[config.mk]
export PLATFORM = sky130hd
export DESIGN_NAME = keypad_code_lock_controller
export DESIGN_NICKNAME = d
export VERILOG_FILES = /design/src/design/kcl_pkg.sv /design/src/design/kcl_cfg_regs.sv /design/src/design/kcl_core.sv /design/src/design/keypad_code_lock_controller.sv
export VERILOG_INCLUDE_DIRS = /design/src /design/src/design
export SDC_FILE = /design/constraint.sdc
export NUM_CORES = 1
export LEC_CHECK = 0
export BUFFER_PORTS_ARGS = -buffer_cell sky130_fd_sc_hd__buf_2
export CAP_MARGIN = 20
export CORE_MARGIN = 4
export CORE_UTILIZATION = 48
export DETAILED_ROUTE_END_ITERATION = 6
export MAX_ROUTING_LAYER = met4
export PLACE_DENSITY = 0.8
export SLEW_MARGIN = 20
export SYNTH_ARGS = -nofsm -noshare
export SYNTH_HDL_FRONTEND = slang
export SYNTH_SLANG_ARGS = --single-unit
export TNS_END_PERCENT = 5
[constraint.sdc]
create_clock -name clk_i -period 3.28 [get_ports clk_i]
set_clock_uncertainty 0.1 [all_clocks]
set_input_delay 0.328 -clock clk_i [delete_from_list [all_inputs] [get_ports clk_i]]
set_output_delay 0.328 -clock clk_i [all_outputs]
set_load 0.01 [all_outputs]
[src/design/keypad_code_lock_controller_macros.svh]
// Assertion macros used by the keypad code lock controller core (kcl_core).
// Included by bare file name; no other dependencies.
`ifndef KEYPAD_CODE_LOCK_CONTROLLER_MACROS_SVH
`define KEYPAD_CODE_LOCK_CONTROLLER_MACROS_SVH

// Same-cycle implication, disabled while reset is asserted
`define KCL_ASSERT_NOW(label, clk, rst_n, ante, cons, msg) \
  label: assert property (@(posedge clk) disable iff (!rst_n) (ante) |-> (cons)) \
    else $error(msg);

// Next-cycle implication, disabled while reset is asserted
`define KCL_ASSERT_NEXT(label, clk, rst_n, ante, cons, msg) \
  label: assert property (@(posedge clk) disable iff (!rst_n) (ante) |=> (cons)) \
    else $error(msg);

`endif

[src/design/kcl_pkg.sv]
// Shared types and constants of the keypad code lock controller.
// No dependencies; used by every module of the block.
package kcl_pkg;

  // Code geometry
  localparam int CODE_DIGITS = 6;
  localparam int CODE_W      = 4 * CODE_DIGITS;
  localparam int CNT_W       = $clog2(CODE_DIGITS + 1);

  // Configuration port geometry
  localparam int ADDR_W = 5;
  localparam int DATA_W = 32;

  // Configuration register indexes
  localparam logic [2:0] REG_FACTORY   = 3'd0;
  localparam logic [2:0] REG_ADMIN     = 3'd1;
  localparam logic [2:0] REG_UNLOCK    = 3'd2;
  localparam logic [2:0] REG_BACKLIGHT = 3'd3;
  localparam logic [2:0] REG_LOCKOUT   = 3'd4;
  localparam logic [2:0] REG_MAX_FAIL  = 3'd5;
  localparam logic [2:0] REG_RESTORE   = 3'd6;

  // Configuration reset values
  localparam logic [CODE_W-1:0] FACTORY_RST   = 24'd3281697;
  localparam logic [CODE_W-1:0] ADMIN_RST     = 24'd5373989;
  localparam logic [7:0]        UNLOCK_RST    = 8'd50;
  localparam logic [9:0]        BACKLIGHT_RST = 10'd150;
  localparam logic [9:0]        LOCKOUT_RST   = 10'd300;
  localparam logic [3:0]        MAX_FAIL_RST  = 4'd3;
  localparam logic [7:0]        RESTORE_RST   = 8'd14;

  // Input commands
  localparam logic [1:0] CMD_KEY     = 2'd0;
  localparam logic [1:0] CMD_TICK    = 2'd1;
  localparam logic [1:0] CMD_RELEASE = 2'd2;

  // Key codes
  localparam logic [3:0] KEY_DIGIT_MAX = 4'd9;
  localparam logic [3:0] KEY_RESTORE   = 4'd10;
  localparam logic [3:0] KEY_DELETE    = 4'd11;
  localparam logic [3:0] KEY_CHANGE    = 4'd13;
  localparam logic [3:0] KEY_CLOSE     = 4'd14;
  localparam logic [3:0] KEY_CONFIRM   = 4'd15;

  // Lock modes
  localparam logic [1:0] MODE_NORMAL = 2'd0;
  localparam logic [1:0] MODE_FIRST  = 2'd1;
  localparam logic [1:0] MODE_SECOND = 2'd2;

  // Event codes
  localparam logic [2:0] EV_NONE     = 3'd0;
  localparam logic [2:0] EV_UNLOCKED = 3'd1;
  localparam logic [2:0] EV_WRONG    = 3'd2;
  localparam logic [2:0] EV_ADMIN    = 3'd3;
  localparam logic [2:0] EV_CHANGED  = 3'd4;
  localparam logic [2:0] EV_MISMATCH = 3'd5;
  localparam logic [2:0] EV_RESTORED = 3'd6;
  localparam logic [2:0] EV_IGNORED  = 3'd7;

  // Configuration register set
  typedef struct packed {
    logic [CODE_W-1:0] factory_code;
    logic [CODE_W-1:0] admin_code;
    logic [7:0]        unlock_ticks;
    logic [9:0]        backlight_ticks;
    logic [9:0]        lockout_ticks;
    logic [3:0]        max_failures;
    logic [7:0]        restore_hold_ticks;
  } cfg_t;

  // One result item
  typedef struct packed {
    logic       relay_open;
    logic       backlight_on;
    logic       alarm_on;
    logic [1:0] mode;
    logic [2:0] digits_entered;
    logic [3:0] failure_count;
    logic [2:0] event_res;
  } res_t;

endpackage

[src/design/kcl_cfg_regs.sv]
// APB-style configuration registers of the keypad code lock controller.
// Depends on kcl_pkg for the register set type, indexes and reset values.
module kcl_cfg_regs (
  input  logic                        clk_i,
  input  logic                        rst_ni,
  input  logic                        psel,
  input  logic                        penable,
  input  logic                        pwrite,
  input  logic [kcl_pkg::ADDR_W-1:0]  paddr,
  input  logic [kcl_pkg::DATA_W-1:0]  pwdata,
  output logic [kcl_pkg::DATA_W-1:0]  prdata,
  output logic                        pready,
  output kcl_pkg::cfg_t               cfg_o
);

  kcl_pkg::cfg_t cfg_q;
  logic [2:0]    reg_idx;
  logic          wr_en;

  assign reg_idx = paddr[4:2];
  assign wr_en   = psel && penable && pwrite;
  assign pready  = 1'b1;
  assign cfg_o   = cfg_q;

  // Write the addressed register on the access cycle
  always_ff @(posedge clk_i or negedge rst_ni) begin
    if (!rst_ni) begin
      cfg_q.factory_code       <= kcl_pkg::FACTORY_RST;
      cfg_q.admin_code         <= kcl_pkg::ADMIN_RST;
      cfg_q.unlock_ticks       <= kcl_pkg::UNLOCK_RST;
      cfg_q.backlight_ticks    <= kcl_pkg::BACKLIGHT_RST;
      cfg_q.lockout_ticks      <= kcl_pkg::LOCKOUT_RST;
      cfg_q.max_failures       <= kcl_pkg::MAX_FAIL_RST;
      cfg_q.restore_hold_ticks <= kcl_pkg::RESTORE_RST;
    end else if (wr_en) begin
      case (reg_idx)
        kcl_pkg::REG_FACTORY:   cfg_q.factory_code       <= pwdata[kcl_pkg::CODE_W-1:0];
        kcl_pkg::REG_ADMIN:     cfg_q.admin_code         <= pwdata[kcl_pkg::CODE_W-1:0];
        kcl_pkg::REG_UNLOCK:    cfg_q.unlock_ticks       <= pwdata[7:0];
        kcl_pkg::REG_BACKLIGHT: cfg_q.backlight_ticks    <= pwdata[9:0];
        kcl_pkg::REG_LOCKOUT:   cfg_q.lockout_ticks      <= pwdata[9:0];
        kcl_pkg::REG_MAX_FAIL:  cfg_q.max_failures       <= pwdata[3:0];
        kcl_pkg::REG_RESTORE:   cfg_q.restore_hold_ticks <= pwdata[7:0];
        default: ;
      endcase
    end
  end

  // Return the addressed register, zero extended
  always_comb begin
    case (reg_idx)
      kcl_pkg::REG_FACTORY:
        prdata = kcl_pkg::DATA_W'(cfg_q.factory_code);
      kcl_pkg::REG_ADMIN:
        prdata = kcl_pkg::DATA_W'(cfg_q.admin_code);
      kcl_pkg::REG_UNLOCK:
        prdata = kcl_pkg::DATA_W'(cfg_q.unlock_ticks);
      kcl_pkg::REG_BACKLIGHT:
        prdata = kcl_pkg::DATA_W'(cfg_q.backlight_ticks);
      kcl_pkg::REG_LOCKOUT:
        prdata = kcl_pkg::DATA_W'(cfg_q.lockout_ticks);
      kcl_pkg::REG_MAX_FAIL:
        prdata = kcl_pkg::DATA_W'(cfg_q.max_failures);
      kcl_pkg::REG_RESTORE:
        prdata = kcl_pkg::DATA_W'(cfg_q.restore_hold_ticks);
      default:
        prdata = '0;
    endcase
  end

endmodule

[src/design/kcl_core.sv]
// Lock state and single-pass update logic of the keypad code lock controller.
// Depends on kcl_pkg and the assertion macro header.
`include "keypad_code_lock_controller_macros.svh"

module kcl_core (
  input  logic          clk_i,
  input  logic          rst_ni,
  input  logic          step_i,
  input  logic [1:0]    cmd_i,
  input  logic [3:0]    key_i,
  input  kcl_pkg::cfg_t cfg_i,
  output kcl_pkg::res_t res_o
);

  localparam int CW = kcl_pkg::CODE_W;
  localparam int NW = kcl_pkg::CNT_W;
  localparam logic [NW-1:0] FULL = NW'(kcl_pkg::CODE_DIGITS);

  logic [CW-1:0] stored_q, stored_d;
  logic [CW-1:0] entry_q, entry_d;
  logic [CW-1:0] conf_q, conf_d;
  logic [NW-1:0] entry_cnt_q, entry_cnt_d;
  logic [NW-1:0] conf_cnt_q, conf_cnt_d;
  logic [1:0]    mode_q, mode_d;
  logic          relay_q, relay_d;
  logic [7:0]    unlock_tmr_q, unlock_tmr_d;
  logic          backlight_q, backlight_d;
  logic [9:0]    idle_tmr_q, idle_tmr_d;
  logic [3:0]    failures_q, failures_d;
  logic [9:0]    lockout_tmr_q, lockout_tmr_d;
  logic          alarm_q, alarm_d;
  logic          held_q, held_d;
  logic [7:0]    restore_tmr_q, restore_tmr_d;
  logic [2:0]    ev;

  logic [3:0]    fail_limit;
  logic          locked;
  logic          is_digit;
  logic          entry_full;
  logic          conf_full;
  logic          admin_hit;
  logic          stored_hit;
  logic [10:0]   idle_inc;
  logic [8:0]    unlock_inc;
  logic [10:0]   lockout_inc;
  logic [8:0]    restore_inc;

  // Decode the current state
  assign fail_limit  = (cfg_i.max_failures == 4'd0) ? 4'd1 : cfg_i.max_failures;
  assign locked      = failures_q >= fail_limit;
  assign is_digit    = key_i <= kcl_pkg::KEY_DIGIT_MAX;
  assign entry_full  = entry_cnt_q == FULL;
  assign conf_full   = conf_cnt_q == FULL;
  assign admin_hit   = entry_full && (entry_q == cfg_i.admin_code);
  assign stored_hit  = entry_full && (entry_q == stored_q);
  assign idle_inc    = {1'b0, idle_tmr_q} + 11'd1;
  assign unlock_inc  = {1'b0, unlock_tmr_q} + 9'd1;
  assign lockout_inc = {1'b0, lockout_tmr_q} + 11'd1;
  assign restore_inc = {1'b0, restore_tmr_q} + 9'd1;

  // Work out the next state and the event of one item
  always_comb begin
    stored_d      = stored_q;
    entry_d       = entry_q;
    conf_d        = conf_q;
    entry_cnt_d   = entry_cnt_q;
    conf_cnt_d    = conf_cnt_q;
    mode_d        = mode_q;
    relay_d       = relay_q;
    unlock_tmr_d  = unlock_tmr_q;
    backlight_d   = backlight_q;
    idle_tmr_d    = idle_tmr_q;
    failures_d    = failures_q;
    lockout_tmr_d = lockout_tmr_q;
    alarm_d       = alarm_q;
    held_d        = held_q;
    restore_tmr_d = restore_tmr_q;
    ev            = kcl_pkg::EV_NONE;

    if (step_i) begin
      case (cmd_i)
        kcl_pkg::CMD_KEY: begin
          if (locked) begin
            ev = kcl_pkg::EV_IGNORED;
          end else if (!backlight_q) begin
            idle_tmr_d  = '0;
            backlight_d = 1'b1;
            ev          = kcl_pkg::EV_IGNORED;
          end else begin
            idle_tmr_d = '0;
            case (mode_q)
              kcl_pkg::MODE_NORMAL: begin
                if (key_i == kcl_pkg::KEY_CLOSE) begin
                  relay_d      = 1'b0;
                  unlock_tmr_d = '0;
                end else if (key_i == kcl_pkg::KEY_RESTORE) begin
                  held_d        = 1'b1;
                  restore_tmr_d = '0;
                end else if (is_digit) begin
                  if (!entry_full) begin
                    entry_d     = {entry_q[CW-5:0], key_i};
                    entry_cnt_d = entry_cnt_q + NW'(1);
                  end
                end else if (key_i == kcl_pkg::KEY_DELETE) begin
                  if (entry_cnt_q != '0) begin
                    entry_d     = {4'd0, entry_q[CW-1:4]};
                    entry_cnt_d = entry_cnt_q - NW'(1);
                  end
                end else if (key_i == kcl_pkg::KEY_CONFIRM) begin
                  if (admin_hit) begin
                    ev = kcl_pkg::EV_ADMIN;
                  end else if (stored_hit) begin
                    relay_d      = 1'b1;
                    unlock_tmr_d = '0;
                    ev           = kcl_pkg::EV_UNLOCKED;
                  end else begin
                    if (failures_q != 4'hF) failures_d = failures_q + 4'd1;
                    ev = kcl_pkg::EV_WRONG;
                  end
                  entry_d     = '0;
                  conf_d      = '0;
                  entry_cnt_d = '0;
                  conf_cnt_d  = '0;
                end else if (key_i == kcl_pkg::KEY_CHANGE && relay_q) begin
                  mode_d      = kcl_pkg::MODE_FIRST;
                  entry_d     = '0;
                  conf_d      = '0;
                  entry_cnt_d = '0;
                  conf_cnt_d  = '0;
                end
              end
              kcl_pkg::MODE_FIRST: begin
                if (is_digit) begin
                  if (!entry_full) begin
                    entry_d     = {entry_q[CW-5:0], key_i};
                    entry_cnt_d = entry_cnt_q + NW'(1);
                  end
                end else if (key_i == kcl_pkg::KEY_DELETE) begin
                  if (entry_cnt_q != '0) begin
                    entry_d     = {4'd0, entry_q[CW-1:4]};
                    entry_cnt_d = entry_cnt_q - NW'(1);
                  end
                end else if (key_i == kcl_pkg::KEY_CONFIRM) begin
                  conf_d     = '0;
                  conf_cnt_d = '0;
                  mode_d     = kcl_pkg::MODE_SECOND;
                end
              end
              default: begin
                if (is_digit) begin
                  if (!conf_full) begin
                    conf_d     = {conf_q[CW-5:0], key_i};
                    conf_cnt_d = conf_cnt_q + NW'(1);
                  end
                end else if (key_i == kcl_pkg::KEY_DELETE) begin
                  if (conf_cnt_q != '0) begin
                    conf_d     = {4'd0, conf_q[CW-1:4]};
                    conf_cnt_d = conf_cnt_q - NW'(1);
                  end
                end else if (key_i == kcl_pkg::KEY_CONFIRM) begin
                  if (entry_full && conf_full && entry_q == conf_q) begin
                    stored_d = entry_q;
                    ev       = kcl_pkg::EV_CHANGED;
                  end else begin
                    ev = kcl_pkg::EV_MISMATCH;
                  end
                  mode_d      = kcl_pkg::MODE_NORMAL;
                  entry_d     = '0;
                  conf_d      = '0;
                  entry_cnt_d = '0;
                  conf_cnt_d  = '0;
                end
              end
            endcase
          end
        end
        kcl_pkg::CMD_TICK: begin
          // Backlight idle timeout
          if (backlight_q) begin
            if (idle_inc >= {1'b0, cfg_i.backlight_ticks}) begin
              idle_tmr_d  = '0;
              backlight_d = 1'b0;
            end else begin
              idle_tmr_d = idle_inc[9:0];
            end
          end
          // Relay open interval
          if (relay_q) begin
            if (unlock_inc >= {1'b0, cfg_i.unlock_ticks}) begin
              unlock_tmr_d = '0;
              relay_d      = 1'b0;
            end else begin
              unlock_tmr_d = unlock_inc[7:0];
            end
          end else begin
            unlock_tmr_d = '0;
          end
          // Alarm lockout
          if (locked) begin
            if (lockout_inc >= {1'b0, cfg_i.lockout_ticks}) begin
              lockout_tmr_d = '0;
              alarm_d       = 1'b0;
              failures_d    = '0;
            end else begin
              lockout_tmr_d = lockout_inc[9:0];
              alarm_d       = !alarm_q;
            end
          end
          // Long hold of the restore key
          if (held_q) begin
            if (restore_inc >= {1'b0, cfg_i.restore_hold_ticks}) begin
              restore_tmr_d = '0;
              held_d        = 1'b0;
              stored_d      = cfg_i.factory_code;
              ev            = kcl_pkg::EV_RESTORED;
            end else begin
              restore_tmr_d = restore_inc[7:0];
            end
          end
        end
        kcl_pkg::CMD_RELEASE: begin
          held_d = 1'b0;
        end
        default: ;
      endcase
    end
  end

  // Hold the lock state
  always_ff @(posedge clk_i or negedge rst_ni) begin
    if (!rst_ni) begin
      stored_q      <= kcl_pkg::FACTORY_RST;
      entry_q       <= '0;
      conf_q        <= '0;
      entry_cnt_q   <= '0;
      conf_cnt_q    <= '0;
      mode_q        <= kcl_pkg::MODE_NORMAL;
      relay_q       <= 1'b0;
      unlock_tmr_q  <= '0;
      backlight_q   <= 1'b1;
      idle_tmr_q    <= '0;
      failures_q    <= '0;
      lockout_tmr_q <= '0;
      alarm_q       <= 1'b0;
      held_q        <= 1'b0;
      restore_tmr_q <= '0;
    end else begin
      stored_q      <= stored_d;
      entry_q       <= entry_d;
      conf_q        <= conf_d;
      entry_cnt_q   <= entry_cnt_d;
      conf_cnt_q    <= conf_cnt_d;
      mode_q        <= mode_d;
      relay_q       <= relay_d;
      unlock_tmr_q  <= unlock_tmr_d;
      backlight_q   <= backlight_d;
      idle_tmr_q    <= idle_tmr_d;
      failures_q    <= failures_d;
      lockout_tmr_q <= lockout_tmr_d;
      alarm_q       <= alarm_d;
      held_q        <= held_d;
      restore_tmr_q <= restore_tmr_d;
    end
  end

  // Build the result of the item from the updated state
  always_comb begin
    res_o.relay_open     = relay_d;
    res_o.backlight_on   = backlight_d;
    res_o.alarm_on       = alarm_d;
    res_o.mode           = mode_d;
    res_o.digits_entered = 3'((mode_d == kcl_pkg::MODE_SECOND) ? conf_cnt_d : entry_cnt_d);
    res_o.failure_count  = failures_d;
    res_o.event_res      = ev;
  end

  `KCL_ASSERT_NOW(a_cnt_bound, clk_i, rst_ni, 1'b1, entry_cnt_q <= FULL && conf_cnt_q <= FULL, "entry count beyond code length")
  `KCL_ASSERT_NOW(a_relay_tmr, clk_i, rst_ni, !relay_q, unlock_tmr_q == '0, "unlock timer runs with relay closed")
  `KCL_ASSERT_NEXT(a_restore, clk_i, rst_ni, step_i && ev == kcl_pkg::EV_RESTORED, stored_q == $past(cfg_i.factory_code), "restore did not load factory code")

endmodule

[src/design/keypad_code_lock_controller.sv]
// Keypad code lock controller: top level with input and result registers.
// Depends on kcl_pkg, kcl_cfg_regs and kcl_core.
//
//   Input channel (in_valid_i / in_stall_o) carries one event per item:
//   command_i 0 key press, 1 200 ms tick, 2 key release, with key_code_i.
//   Result channel (out_valid_o / out_stall_i) returns exactly one item per
//   input item: relay, backlight, alarm, mode, digit count, failures, event.
//   An item is taken at a rising edge with valid high and stall low.
//   The item waits in the input register, passes the lock update and is
//   loaded into the result register, from which it shows as a valid result.
//   Throughput is one item per cycle while the receiver does not stall; the
//   single-pass update between the input and result registers sets that rate.
//   When the receiver stalls, the result register holds and the input
//   register still takes one more item; the input then stalls until the
//   result is taken.
//   Reset (rst_ni low, asynchronous) empties both registers, loads the
//   configuration defaults and the factory code as stored code, closes the
//   relay, turns the backlight on and clears every timer and count.
//   The user writes configuration over the APB-style port only while no item
//   is in flight; the block does not enforce this. pready is always high.
module keypad_code_lock_controller (
  input  logic                       clk_i,
  input  logic                       rst_ni,
  input  logic                       in_valid_i,
  output logic                       in_stall_o,
  input  logic [1:0]                 command_i,
  input  logic [3:0]                 key_code_i,
  output logic                       out_valid_o,
  input  logic                       out_stall_i,
  output logic                       relay_open_o,
  output logic                       backlight_on_o,
  output logic                       alarm_on_o,
  output logic [1:0]                 mode_o,
  output logic [2:0]                 digits_entered_o,
  output logic [3:0]                 failure_count_o,
  output logic [2:0]                 event_res_o,
  input  logic                       psel,
  input  logic                       penable,
  input  logic                       pwrite,
  input  logic [kcl_pkg::ADDR_W-1:0] paddr,
  input  logic [kcl_pkg::DATA_W-1:0] pwdata,
  output logic [kcl_pkg::DATA_W-1:0] prdata,
  output logic                       pready
);

  kcl_pkg::cfg_t cfg;
  kcl_pkg::res_t res_d, res_q;
  logic          in_valid_q, in_valid_d;
  logic [1:0]    cmd_q;
  logic [3:0]    key_q;
  logic          out_valid_q, out_valid_d;
  logic          advance;
  logic          in_take;

  // Move the held item on when the result register is free or being drained
  assign advance     = in_valid_q && (!out_valid_q || !out_stall_i);
  assign in_stall_o  = in_valid_q && !advance;
  assign in_take     = in_valid_i && !in_stall_o;
  assign in_valid_d  = in_take || (in_valid_q && !advance);
  assign out_valid_d = advance || (out_valid_q && out_stall_i);

  kcl_cfg_regs u_cfg (
    .clk_i   (clk_i),
    .rst_ni  (rst_ni),
    .psel    (psel),
    .penable (penable),
    .pwrite  (pwrite),
    .paddr   (paddr),
    .pwdata  (pwdata),
    .prdata  (prdata),
    .pready  (pready),
    .cfg_o   (cfg)
  );

  kcl_core u_core (
    .clk_i  (clk_i),
    .rst_ni (rst_ni),
    .step_i (advance),
    .cmd_i  (cmd_q),
    .key_i  (key_q),
    .cfg_i  (cfg),
    .res_o  (res_d)
  );

  // Track occupancy of the input and result registers
  always_ff @(posedge clk_i or negedge rst_ni) begin
    if (!rst_ni) begin
      in_valid_q  <= 1'b0;
      out_valid_q <= 1'b0;
    end else begin
      in_valid_q  <= in_valid_d;
      out_valid_q <= out_valid_d;
    end
  end

  // Capture the input item
  always_ff @(posedge clk_i) begin
    if (in_take) begin
      cmd_q <= command_i;
      key_q <= key_code_i;
    end
  end

  // Load the result item
  always_ff @(posedge clk_i) begin
    if (advance) begin
      res_q <= res_d;
    end
  end

  assign out_valid_o      = out_valid_q;
  assign relay_open_o     = res_q.relay_open;
  assign backlight_on_o   = res_q.backlight_on;
  assign alarm_on_o       = res_q.alarm_on;
  assign mode_o           = res_q.mode;
  assign digits_entered_o = res_q.digits_entered;
  assign failure_count_o  = res_q.failure_count;
  assign event_res_o      = res_q.event_res;

endmodule

==> impl_metrics.toml <==
[outcome]
outcome = "complete, but fails checks"
violations = "DRC"

[worst_setup_path]
r2r_start = "u_core.idle_tmr_q[2]$_DFFE_PN0P_"
ff2ff_path_depth = 10
crit_path_start_kind = "register"
worst_ep_arrival_time_ns = 3.40
required_ns = 3.50
cp-end-kind = "register"
reg2reg_to = "backlight_on_o$_DFFE_PP_"
cp_max_fo = 6
critPathKind = "register to register"
crit_start = "u_core.idle_tmr_q[2]$_DFFE_PN0P_"
crit_end = "backlight_on_o$_DFFE_PP_"
reg2reg_slack_ns = 0.1

[finish]
drive_above_1_share_pct = 23.9
final_cell_mix = "nand2_1 (198), dfrtp_1 (174), o21ai_0 (91), buf_2 (79), inv_1 (71)"
syn2layout_area_growth_pct = 17.5
layout_commonest_cell = "nand2_1"
diodes = 0
layout.nets = 1607
utilization_pct = 57.5

[clock_tree]
cts_buffers = 26
max-clock-path-buffers = 3
clock_latency_ns = 0.54
cts_tree = "yes"
cts.htree.levels = 1
clkTransAtPathRegs_ns = 0.06
root_buffer = "clkbuf_16"
cts_sinks = 235

[placed_design]
dp_hpwl_microns = 25700
port_buffers = 80
gp_congestion = 0.924

[synth]
ys.flop_type = "dfrtp_1"
synth_warnings = 0
syn_area_per_cell_sq_um = 9.95
yosysUniqueCellTypes = 83
syn_inst = 1378
synth-edff-count = 21
syn_area_sq_um = 13700
async_flop_share_pct = 91.1
ys_ff_latch = 235
ys_seq_area_share_pct = 44.0

[drt]
vias = 11200
ant_nets = 0
drt_iter0_markers = 1064
wl_per_cell_microns = 19.3
drcViolationCount = 7
wl_microns = 36700
drtPass1Iterations = 7
via_per_inst = 5.87

[sta]
drv_slew = 0
fin_crit_sh_pct = 97.0
rsz0062_at_grt = "yes"
finalHoldViolations = 0
timing.slew.headroom_pct = 56.1
fin_crit_ns = 3.18
fmax_mhz = 314
worst_pin_slew_ns = 0.659
setup_violations = 0

[global_route]
antenna_found_initial = 0
grt_start_max_net_pins = 79
gr-total-overflow = 0
grt_pass1_vias = 11100
grt_first_pass_wirelength_microns = 58700
track_usage_pct = 23.5

[die]
core_sq_um = 28000
die_area_sq_um = 31300
start_util_pct = 48.9
die_h_microns = 177
die_x_microns = 177
row_count = 61
ios = 100

[pwr]
p_leak_nw = 7.58
irDropWorstVdd_uv = 414
power.density_nw_per_um2 = 657
finalPower_mw = 10.6

[flow_run]
drv_cap = 0

[min_path]
min_path_type = "primary input to register"
-- kinds of logic (layout without fill, tap and decap cells) --
family | Yosys count | count (layout) | synth area share (%)
flip-flops | 235 | 235 | 44.0
buffers and inverters | 166 | 305 | 5.53
adder cells (fa/ha/maj) | 53 | 53 | 4.84
multiplexers | 114 | 114 | 9.99
other | 2 | 9 | 0.0548
AO/OA/AOI/OAI | 287 | 287 | 14.6
AND/OR/NAND/NOR | 424 | 424 | 14.8
XOR/XNOR | 97 | 97 | 6.20
-- how the worst min path moves through the flow --
stage          startpoint                          end  slack [ns]  depth (start not counted)
2_1_floorplan      rst_ni         in_valid_q$_DFF_PN0_       -0.07                          0
3_3_place_gp       rst_ni  u_cfg.cfg_o[52]$_DFFE_PN0P_        0.28                          1
3_5_place_dp       rst_ni  u_cfg.cfg_o[52]$_DFFE_PN0P_        0.28                          1
4_1_cts         pwdata[2]   u_cfg.cfg_o[2]$_DFFE_PN1P_       0.006                          3
5_1_grt         pwdata[2]   u_cfg.cfg_o[2]$_DFFE_PN1P_        0.05                          3
6_report        pwdata[2]   u_cfg.cfg_o[2]$_DFFE_PN1P_        0.03                          3
-- worst max-delay path: stages (launching register included) --
cell and delay [ns]:
dfrtp_1 0.41, and3_1 0.22, and3_1 0.21, nand3_1 0.14, xnor2_1 0.20, ha_1 0.25, or4_1 0.60, a311oi_2 0.26
o2111a_1 0.26, nor2_2 0.09, o21ai_1 0.20
-- power by group --
group | internal, mW | switching, mW
Sequential | 3.66 | 0.733
Clock | 1.72 | 1.21
Combinational | 1.59 | 1.67
Total | 6.98 | 3.62
-- state kept, by name, summed over array words and instances, names as in the netlist, 2 cells and up --
name	flops
u_core.lockout_tmr_q	10
cmd_q	2
u_cfg.cfg_o	88
u_core.conf_q	24
u_core.conf_cnt_q	3
u_core.unlock_tmr_q	8
event_res_o	3
u_core.entry_cnt_q	3
failure_count_o	4
u_core.stored_q	24
digits_entered_o	3
u_core.restore_tmr_q	8
u_core.mode_q	2
u_core.failures_q	4
key_q	4
u_core.idle_tmr_q	10
mode_o	2
u_core.entry_q	24
-- routing by layer --
layer,part of all wire (%),GRT usage (%),vias to the layer above
li1,-,-,5128
met2,49,39.1,421
met3,6.2,2.91,101
met1,41,30.3,5509
met4,3.8,7.35,0
met5,0,-,-
-- repair_timing --
item / 4_1_cts / 5_1_grt
hold buffers: 31 / 0
pin swaps: 3 / 8
cloned: 1 / 0
hold endpoints to repair: 112 / 0
buffers inserted: 1 / 6
resized for setup: 4 / 33
setup endpoints to repair: 32 / 94
-- stage by stage --
stage | std cells | hold slack [ns] | cell area, sq um | setup WS (ns) | setup TNS, ns
after global placement | 1815 | 0.280 | 14700 | -0.00299 | -0.00803
after global routing | 1902 | 0.0470 | 16100 | -0.0547 | -0.0547
final | 1902 | 0.0260 | 16100 | 0.0982 | 0
after floorplan | 1385 | -0.0676 | 13700 | 0.0926 | 0
after CTS | 1896 | 0.00573 | 15900 | 0.00180 | 0
after detailed placement | 1815 | 0.282 | 14700 | -0.0995 | -0.410
-- layout make-up --
class | count | area [sq um]
fillers | 2331 | 11900
clock inverters | 9 | 90.1
flip-flops and latches | 235 | 6040
multi-input cells | 984 | 7100
clock buffers | 39 | 779
well taps | 378 | 473
inverters | 72 | 270
repair buffers | 185 | 1370
-- cells in the mapped netlist, types with 20 or more instances --
master       n  area [sq um]
xor2_1      47           412
xnor2_1     50           438
inv_1       71           267
mux2_2      63           709
dfstp_2     39          1020
mux2_4      20           300
mux2i_1     27           270
nand3_1     38           190
nand2_1    199           747
a2bb2oi_1   21           184
edfxtp_1    21           631
nor2_1      59           221
clkbuf_1    57           214
o21ai_0     97           485
a21oi_1     38           190
dfrtp_1    175          4380
o221ai_1    22           193
ha_1        53           663
nand2b_1    33           206
Note: power is estimated with default switching activity, not from simulation.
